===== src/rtl/brr_pkg.sv =====
`timescale 1ns / 1ps
// shared types, constants and the nibble decode function for the brr voice decoder
// no dependencies; used by brr_sample_filter and brr_adpcm_voice_decoder
package brr_pkg;

   localparam int VOICES      = 8;
   localparam int VOICE_W     = 3;
   localparam int PHASE_W     = 4;
   localparam int BLOCK_BYTES = 8;
   localparam int RANGE_MAX   = 12;
   localparam int REQ_DATA_W  = 16;
   localparam int RSP_DATA_W  = 40;

   localparam logic OP_DATA   = 1'b0;
   localparam logic OP_KEY_ON = 1'b1;

   localparam logic [1:0] END_MID  = 2'd0;
   localparam logic [1:0] END_NEXT = 2'd1;
   localparam logic [1:0] END_LOOP = 2'd2;
   localparam logic [1:0] END_STOP = 2'd3;

   localparam logic [1:0] FILT_NONE = 2'd0;
   localparam logic [1:0] FILT_ONE  = 2'd1;
   localparam logic [1:0] FILT_TWO  = 2'd2;
   localparam logic [1:0] FILT_THR  = 2'd3;

   // block header context plus filter history for one voice
   typedef struct packed {
      logic [3:0]         shift_range;
      logic [1:0]         filter_select;
      logic signed [15:0] prev_sample;
      logic signed [15:0] older_sample;
   } filt_ctx_type;

   function automatic logic signed [15:0] decode_nibble(
      input logic [3:0]         nib,
      input logic [3:0]         rng,
      input logic [1:0]         filt,
      input logic signed [15:0] p,
      input logic signed [15:0] o
   );
      logic signed [21:0] t;
      logic signed [21:0] pw;
      logic signed [21:0] ow;
      logic signed [21:0] acc;
      t  = 22'($signed(nib));
      pw = 22'(p);
      ow = 22'(o);
      if (rng <= 4'(RANGE_MAX)) begin
         t = t <<< rng;
      end else begin
         t = nib[3] ? -22'sd2048 : 22'sd0;
      end
      case (filt)
         FILT_ONE: begin
            acc = t + pw + ((-pw) >>> 4);
         end
         FILT_TWO: begin
            acc = t + (pw <<< 1) + ((-(pw * 22'sd3)) >>> 5) - ow + (ow >>> 4);
         end
         FILT_THR: begin
            acc = t + (pw <<< 1) + ((-(pw * 22'sd13)) >>> 6) - ow
                  + ((ow * 22'sd3) >>> 4);
         end
         default: begin
            acc = t;
         end
      endcase
      // wraps to 16 bits, no clamp
      return $signed(acc[15:0]);
   endfunction

endpackage


===== src/rtl/brr_sample_filter.sv =====
`timescale 1ns / 1ps
// decodes both nibbles of one brr data byte through the voice's prediction filter
// depends on brr_pkg (filt_ctx_type, decode_nibble)
module brr_sample_filter (
   input  brr_pkg::filt_ctx_type ctx,
   input  logic [7:0]            data_byte,
   output logic signed [15:0]    first_sample,
   output logic signed [15:0]    second_sample
);

   // high nibble first; the low nibble sees it as the newest history sample
   assign first_sample = brr_pkg::decode_nibble(data_byte[7:4], ctx.shift_range,
                                                ctx.filter_select, ctx.prev_sample,
                                                ctx.older_sample);

   assign second_sample = brr_pkg::decode_nibble(data_byte[3:0], ctx.shift_range,
                                                 ctx.filter_select, first_sample,
                                                 ctx.prev_sample);

endmodule


===== src/rtl/brr_adpcm_voice_decoder.sv =====
`timescale 1ns / 1ps
// top level of the brr adpcm voice decoder: input register, per-voice state, result register
// depends on brr_pkg and brr_sample_filter
//
// usage
//   req channel: one beat per stream byte or key-on. tuser carries the operation
//   (data byte or key on), tdata the voice and the byte. each voice keeps its own
//   block position, header and two samples of filter history.
//   rsp channel: one beat per data byte of an active voice, carrying two decoded
//   samples and an end code; headers, key-ons and bytes for silent voices give none.
//   path: a beat is registered in the input register on entry and its result is
//   then loaded into the output register, which drives rsp_tvalid.
//   throughput: one beat per cycle unless a data beat waits on a stalled rsp, set
//   by the state read-modify-write of the per-voice registers; back-to-back beats on
//   the same voice are fine. stall: while rsp_tready is low the result holds; a
//   beat that gives a result then waits in the input register and req_tready drops.
//   reset: all voices silent and expecting a header, history and headers cleared,
//   both channels empty.
module brr_adpcm_voice_decoder (
   input  logic                            clock,
   input  logic                            reset,
   input  logic                            req_tvalid,
   output logic                            req_tready,
   input  logic [brr_pkg::REQ_DATA_W-1:0]  req_tdata,   // [2:0] voice, [10:3] data_byte,
                                                        // [15:11] zero
   input  logic [0:0]                      req_tuser,   // [0] operation
   output logic                            rsp_tvalid,
   input  logic                            rsp_tready,
   output logic [brr_pkg::RSP_DATA_W-1:0]  rsp_tdata,   // [2:0] voice_out, [18:3] first_sample,
                                                        // [34:19] second_sample, [39:35] zero
   output logic [1:0]                      rsp_tuser    // [1:0] end_code
);

   localparam int VN = brr_pkg::VOICES;
   localparam int PW = brr_pkg::PHASE_W;

   // input register
   logic                      in_valid_ff;
   logic                      in_op_ff;
   logic [brr_pkg::VOICE_W-1:0] in_voice_ff;
   logic [7:0]                in_byte_ff;

   // per-voice state
   logic signed [15:0] prev_ff   [VN];
   logic signed [15:0] older_ff  [VN];
   logic [3:0]         range_ff  [VN];
   logic [1:0]         filt_ff   [VN];
   logic [1:0]         flags_ff  [VN];
   logic [PW-1:0]      phase_ff  [VN];
   logic               active_ff [VN];

   // result register
   logic                      out_valid_ff;
   logic [brr_pkg::VOICE_W-1:0] out_voice_ff;
   logic signed [15:0]        out_first_ff;
   logic signed [15:0]        out_second_ff;
   logic [1:0]                out_code_ff;

   // next values for the addressed voice
   logic signed [15:0] prev_in;
   logic signed [15:0] older_in;
   logic [3:0]         range_in;
   logic [1:0]         filt_in;
   logic [1:0]         flags_in;
   logic [PW-1:0]      phase_in;
   logic               active_in;
   logic [1:0]         code_in;

   brr_pkg::filt_ctx_type ctx;
   logic signed [15:0]    first_sample;
   logic signed [15:0]    second_sample;

   logic voice_ok;
   logic is_header;
   logic emits;
   logic out_free;
   logic advance;

   assign voice_ok  = int'(in_voice_ff) < VN;
   assign is_header = (phase_ff[in_voice_ff] == '0) ||
                      (phase_ff[in_voice_ff] > PW'(brr_pkg::BLOCK_BYTES));
   assign emits     = in_valid_ff && voice_ok && (in_op_ff == brr_pkg::OP_DATA) &&
                      active_ff[in_voice_ff] && !is_header;
   assign out_free  = !out_valid_ff || rsp_tready;
   assign advance   = in_valid_ff && (!emits || out_free);
   assign req_tready = !in_valid_ff || advance;

   assign ctx.shift_range   = range_ff[in_voice_ff];
   assign ctx.filter_select = filt_ff[in_voice_ff];
   assign ctx.prev_sample   = prev_ff[in_voice_ff];
   assign ctx.older_sample  = older_ff[in_voice_ff];

   brr_sample_filter u_filter (
      .ctx          (ctx),
      .data_byte    (in_byte_ff),
      .first_sample (first_sample),
      .second_sample(second_sample)
   );

   always_comb begin
      prev_in   = prev_ff[in_voice_ff];
      older_in  = older_ff[in_voice_ff];
      range_in  = range_ff[in_voice_ff];
      filt_in   = filt_ff[in_voice_ff];
      flags_in  = flags_ff[in_voice_ff];
      phase_in  = phase_ff[in_voice_ff];
      active_in = active_ff[in_voice_ff];
      code_in   = brr_pkg::END_MID;
      if (in_op_ff == brr_pkg::OP_KEY_ON) begin
         active_in = 1'b1;
         phase_in  = '0;
      end else if (active_ff[in_voice_ff]) begin
         if (is_header) begin
            range_in = in_byte_ff[7:4];
            filt_in  = in_byte_ff[3:2];
            flags_in = in_byte_ff[1:0];
            phase_in = PW'(1);
         end else begin
            prev_in  = second_sample;
            older_in = first_sample;
            if (phase_ff[in_voice_ff] == PW'(brr_pkg::BLOCK_BYTES)) begin
               phase_in = '0;
               // flag bit 0 is end, bit 1 is loop
               if (!flags_ff[in_voice_ff][0]) begin
                  code_in = brr_pkg::END_NEXT;
               end else if (flags_ff[in_voice_ff][1]) begin
                  code_in = brr_pkg::END_LOOP;
               end else begin
                  code_in   = brr_pkg::END_STOP;
                  active_in = 1'b0;
               end
            end else begin
               phase_in = phase_ff[in_voice_ff] + PW'(1);
            end
         end
      end
   end

   always_ff @(posedge clock) begin
      if (reset) begin
         in_valid_ff <= 1'b0;
      end else if (req_tready) begin
         in_valid_ff <= req_tvalid;
      end
   end

   always_ff @(posedge clock) begin
      if (req_tready && req_tvalid) begin
         in_op_ff    <= req_tuser[0];
         in_voice_ff <= req_tdata[2:0];
         in_byte_ff  <= req_tdata[10:3];
      end
   end

   always_ff @(posedge clock) begin
      if (reset) begin
         for (int i = 0; i < VN; i++) begin
            prev_ff[i]   <= '0;
            older_ff[i]  <= '0;
            range_ff[i]  <= '0;
            filt_ff[i]   <= '0;
            flags_ff[i]  <= '0;
            phase_ff[i]  <= '0;
            active_ff[i] <= 1'b0;
         end
      end else if (advance && voice_ok) begin
         prev_ff[in_voice_ff]   <= prev_in;
         older_ff[in_voice_ff]  <= older_in;
         range_ff[in_voice_ff]  <= range_in;
         filt_ff[in_voice_ff]   <= filt_in;
         flags_ff[in_voice_ff]  <= flags_in;
         phase_ff[in_voice_ff]  <= phase_in;
         active_ff[in_voice_ff] <= active_in;
      end
   end

   always_ff @(posedge clock) begin
      if (reset) begin
         out_valid_ff <= 1'b0;
      end else if (advance && emits) begin
         out_valid_ff <= 1'b1;
      end else if (rsp_tready) begin
         out_valid_ff <= 1'b0;
      end
   end

   always_ff @(posedge clock) begin
      if (advance && emits) begin
         out_voice_ff  <= in_voice_ff;
         out_first_ff  <= first_sample;
         out_second_ff <= second_sample;
         out_code_ff   <= code_in;
      end
   end

   assign rsp_tvalid = out_valid_ff;
   assign rsp_tdata  = {5'b0, out_second_ff, out_first_ff, out_voice_ff};
   assign rsp_tuser  = out_code_ff;

endmodule

===== config.mk =====
export PLATFORM = sky130hd
export DESIGN_NAME = brr_adpcm_voice_decoder
export DESIGN_NICKNAME = d
export VERILOG_FILES = /design/src/rtl/brr_pkg.sv /design/src/rtl/brr_sample_filter.sv /design/src/rtl/brr_adpcm_voice_decoder.sv
export SDC_FILE = /design/constraint.sdc
export NUM_CORES = 2
export LEC_CHECK = 0
export BUFFER_PORTS_ARGS = -buffer_cell sky130_fd_sc_hd__buf_4
export CORE_AREA = 2 2 302 244
export DETAILED_ROUTE_END_ITERATION = 16
export DIE_AREA = 0 0 304 246
export PLACE_DENSITY = 0.68
export SKIP_CTS_REPAIR_TIMING = 1
export SYNTH_ARGS = -nofsm -noshare
export SYNTH_HDL_FRONTEND = slang
export SYNTH_HIERARCHICAL = 1
export SYNTH_SLANG_ARGS = --single-unit

===== constraint.sdc =====
create_clock -name clock -period 40.2 [get_ports clock]
set_input_delay 6.03 -clock clock [delete_from_list [all_inputs] [get_ports clock]]
set_output_delay 6.03 -clock clock [all_outputs]
set_load 0.03 [all_outputs]

# == Word level (Yosys, flattened, before mapping) ==
# Memory sizes are Yosys's and may differ from the RTL's. A register that Yosys moved wholly into a read port is not among the register bits.
# Index checks and enable logic that the tools add are counted.
# word_totals
reg_bits,51
mem_bits_rw,360
memories,7
# memory_table
memory,depth,word_bits,read_ports,rd_ports_with_merged_regs,write_ports,line_no,source
older_ff,8,16,1,1,8,brr_adpcm_voice_decoder.sv:45,logic signed [15:0] older_ff [VN];
prev_ff,8,16,1,1,8,brr_adpcm_voice_decoder.sv:44,logic signed [15:0] prev_ff [VN];
phase_ff,8,4,1,1,8,brr_adpcm_voice_decoder.sv:49,logic [PW-1:0] phase_ff [VN];
range_ff,8,4,1,1,8,brr_adpcm_voice_decoder.sv:46,logic [3:0] range_ff [VN];
filt_ff,8,2,1,1,8,brr_adpcm_voice_decoder.sv:47,logic [1:0] filt_ff [VN];
flags_ff,8,2,1,1,8,brr_adpcm_voice_decoder.sv:48,logic [1:0] flags_ff [VN];
1 more memories,-,-,-,-,-,-,
# op_classes
n_addsub,25
n_mul,5
magnitude_cmp,2
n_eq_ne,4
shift,2
n_mux,68
bitwise,4
reduce_logical,25
# op_table
operator,count
$mux W16,12
$add A16 B16 Y16,10
$pmux W16 S3,2
$sub A16 B16 Y16,4
$mul A16 B3 Y19 const B,3
$neg A21 Y22,2
$mul A16 B5 Y21 const B,2
$mux W3,14
$neg A19 Y21,2
$neg A16 Y20,2
$mux W4,9
$add A16 B12 Y16,2
$add A16 B15 Y16,2
$reduce_or A16 Y1,2
$sshl A4 B4 Y16,2
$mux W1,23
$mux W2,8
$reduce_or A4 Y1,3
$logic_and A1 B1 Y1,6
$reduce_or A5 Y1,1
$add A4 B1 Y4 const B,1
$eq A2 B2 Y1 const B,2
$eq A4 B4 Y1 const B,1
$gt A4 B4 Y1 const B,1
9 further kinds,19

# == Depth between registers and ports, before layout ==
# depth
ltp_word,17
depth_mapped,63
depth_no_buf,60

# == Cells and area by module ==
# The synthesis kept the hierarchy.
# by_module_without_submodules
mod,instances,cells_per_inst,area_per_inst_um2
brr_adpcm_voice_decoder,1,1225,18552.8
brr_sample_filter,1,2046,17018.8

# == Worst setup path after synthesis ==
# OpenSTA, ideal clock, no wires.
# synth_path
kind,register to register
start,reg (tool-made name)
end,mem prev_ff[0][15] (data pin)
setup_ns,0.281
t_arrival_ns,14.446
t_required_ns,39.919
setup_slack_ns,25.473
stages_incl_launch_ff,61
synth_period_minus_slack_ns,14.727
cell_sequence,dfxtp_1 buf_6 buf_2 buf_2 mux4_2 mux2_2 ha_1 ha_1 inv_1 fa_1 ha_1 ha_1 nand3_1 a21oi_1 or4_1 nor2b_1 o21a_1 or2_2 [25 not listed] nor2_1 fa_1 inv_1 fa_1 inv_1 ha_1 and2_1 o21ai_0 o31ai_1 o41ai_1 o21ai_0 xnor2_1 xnor3_2 nor2_1 o211a_1 a211oi_2 o31ai_1 nor2_1
# synth_rtl
item,line_no
"end, declared",brr_adpcm_voice_decoder.sv:44

==> impl_metrics.toml <==
[routing]
dr_total_vias = 25935
drt_iter0_markers = 2806
routed_via_density = 6.09
avgRoutedWirePerCell_um = 23.8
drc = 0
detail_route.wirelength_um = 101000
final_antenna_net_count = 0
drt_pass1_iterations = 8

[sta]
rsz_0062_raised_after_global_routing = "false"
setup_violations = 0
slew_viol_final = 0
worstMarginPinSlew_ns = 1.12
fin_crit_sh_pct = 42.7
fin_tns_setup_ns = 0
final_critical_path_setup_slack_ns = 23.04
timing.slew.headroom_pct = 24.9
timing.fmax_mhz = 58.3
hold_violations_final = 0
timing.final.crit_period_ns = 17.16
hold-worst-slack_ns = 0.567
worst_clock_skew_ns = 0.0259

[synthesis]
synth_enable_flop_cells = 409
post_synth_num_cell_types = 95
ys_top_cells_by_count = "sky130_fd_sc_hd__nor2_1, sky130_fd_sc_hd__inv_1, sky130_fd_sc_hd__edfxtp_1"
synthCells = 3271
synth_area_per_cell_um2 = 10.9
synth.ff_latch_count = 414
yosysSeqAreaShare_pct = 34.8
syn_area_um2 = 35600
synthArstFlopShare_pct = 0
synthTopCellsByArea = "sky130_fd_sc_hd__edfxtp_1, sky130_fd_sc_hd__ha_1, sky130_fd_sc_hd__fa_1"
top_count_cell_post_synth = "sky130_fd_sc_hd__nor2_1"
area_share_of_the_largest_cell_type_after_synthesis_pct = 34.5
synth_top_cell_by_area = "sky130_fd_sc_hd__edfxtp_1"
dominantRegCellSynth = "sky130_fd_sc_hd__edfxtp_1"
yosys_warning_total = 6

[critical_path]
critical_path.n_buffers_inverters = 8
criticalPathCategory = "flop to flop"
peak_fanout_along_the_critical_path = 29
setup.worst_path.start_class = "flop"
worstPathRequired_ns = 40.47
crit_path_top_delay_cell = "sky130_fd_sc_hd__o31ai_1"
slowest_delay_ns = 0.86
end_kind = "flop"
critical-path-top-delay-family = "adder cells"
crit_top_cell = "sky130_fd_sc_hd__ha_1"
critical_path_arrival_ns = 17.43

[clocking]
cts_tree = "built"
clkSlewWorstSetupHoldPaths_ns = 0.06
clock_tree.root_cell = "sky130_fd_sc_hd__clkbuf_16"
worstSkewPairLatency_ns = 0.56
count_of_h_tree_levels_built_during_cts = 2
cts_made_buffers = 38
clkSinkCount = 414
max-clock-path-buffers = 3

[grt]
grt_antenna_before_repair = 0
global_route.overflow_total = 0
grt_pass1_wl_um = 152000
grt_start_max_net_pins = 64
grt_pass1_vias = 25060
grtUsageTotal_pct = 26.9

[floorplan]
area_enclosed_by_the_die_boundary_um2 = 74800
die_width_um = 304
die_h_um = 246
effective_utilization_at_floorplan_pct = 49.6
core_um2 = 71700
floorplan.io_pins = 65
floorplan.rows = 88

[min_path]
hp-class = "flop to flop"

[placed_design]
gp_congestion = 0.912
port_buffers = 54
dp_worst_setup_slack_ns = 23.16
dp_hpwl_um = 69600

[run_status]
run_status = "finished, final reports clean"

[job]
cap_viol_max_count = 0

[cells_and_area]
num_antenna_cells = 0
synthesis_to_finish_area_growth_pct = 7.30
nets = 3852
layout-drive-gt1-share_pct = 12.3
layout.core_utilization_pct = 53.2
-- area by class of cell --
cell class              instances  area, um2
clock inverters                18        108
multi-input cells            2289      21000
flip-flops and latches        414      12400
repair buffers                102        766
inverters                     441       1660
well taps                     945       1180
clock buffers                  50       1020
fillers                      6230      33500
-- logic make-up after synthesis --
| kind of cell | Yosys count | synth area share, % |
|---|---|---|
| AOI/OAI and AO/OA | 518 | 10.8 |
| xor gates and xnor gates | 202 | 5.06 |
| adders and majority gates | 545 | 23.0 |
| buffers and inverters | 572 | 6.36 |
| DFF | 414 | 34.8 |
| muxes | 176 | 9.04 |
| other | 1 | 0.0105 |
| and+or+nand+nor | 843 | 11.0 |
-- placed cells by master (no fill, tap or decap), types with 39 or more instances in the layout --
cell type	instances
sky130_fd_sc_hd__o21ai_0	53
sky130_fd_sc_hd__clkbuf_16	39
sky130_fd_sc_hd__nor2_1	459
sky130_fd_sc_hd__mux2_2	51
sky130_fd_sc_hd__ha_1	364
sky130_fd_sc_hd__fa_1	181
sky130_fd_sc_hd__xnor2_1	137
sky130_fd_sc_hd__nor3_1	58
sky130_fd_sc_hd__buf_4	102
sky130_fd_sc_hd__inv_1	439
sky130_fd_sc_hd__mux4_2	110
sky130_fd_sc_hd__edfxtp_1	409
sky130_fd_sc_hd__xor2_1	62
sky130_fd_sc_hd__a21o_1	51
sky130_fd_sc_hd__nand2_1	79
sky130_fd_sc_hd__a21oi_1	113
-- worst register-to-register path, delay by kind of cell (launching register included) --
kind            cells  cell delay (ns)
simple gates       10             2.30
flops               1             0.68
buf+inv             8             1.26
xor+xnor            2             0.47
compound gates     22             5.25
mux                 2             1.10
fa+ha+maj          16             5.89
-- routing by layer --
| layer | vias up | GRT usage [%] | wire (um) |
|---|---|---|---|
| met1 | 12745 | 39.6 | 43700 |
| met5 | - | 0 | 0 |
| met3 | 161 | 5.04 | 11300 |
| li1 | 11638 | - | - |
| met2 | 1391 | 40.9 | 43500 |
| met4 | 0 | 6.97 | 2770 |
-- path summary, 6_finish.rpt --
| path | slack (ns) | depth (start not counted) | startpoint | to |
|---|---|---|---|---|
| max reg2reg | 23.04 | 60 | flop | prev_ff[5][15]$_SDFFCE_PN0P_ |
| max | 23.04 | 60 | flop | prev_ff[5][15]$_SDFFCE_PN0P_ |
| min reg2reg | 0.57 | 0 | in_voice_ff[2]$_DFFE_PN_ | out_voice_ff[2]$_DFFE_PP_ |
| min | 0.57 | 0 | in_voice_ff[2]$_DFFE_PN_ | out_voice_ff[2]$_DFFE_PP_ |
-- stage by stage --
step,cells,area (um2)
finish,4259,38200
global route,4259,38200
CTS,4259,38200
detailed placement,4191,37000
global placement,4191,37000
floorplan,3275,35600
-- registers in the layout, indices dropped and copies added, names as in the netlist, 3 cells and up, named ones only --
| signal | count |
|---|---|
| active_ff | 8 |
| filt_ff | 16 |
| flags_ff | 16 |
| in_byte_ff | 8 |
| in_voice_ff | 3 |
| older_ff | 128 |
| out_first_ff | 16 |
| out_second_ff | 16 |
| out_voice_ff | 3 |
| phase_ff | 32 |
| prev_ff | 128 |
| range_ff | 32 |
Power is left out: the tool's default activity adds up to more than one toggle a clock period on the data nets, which glitch-free logic cannot reach.
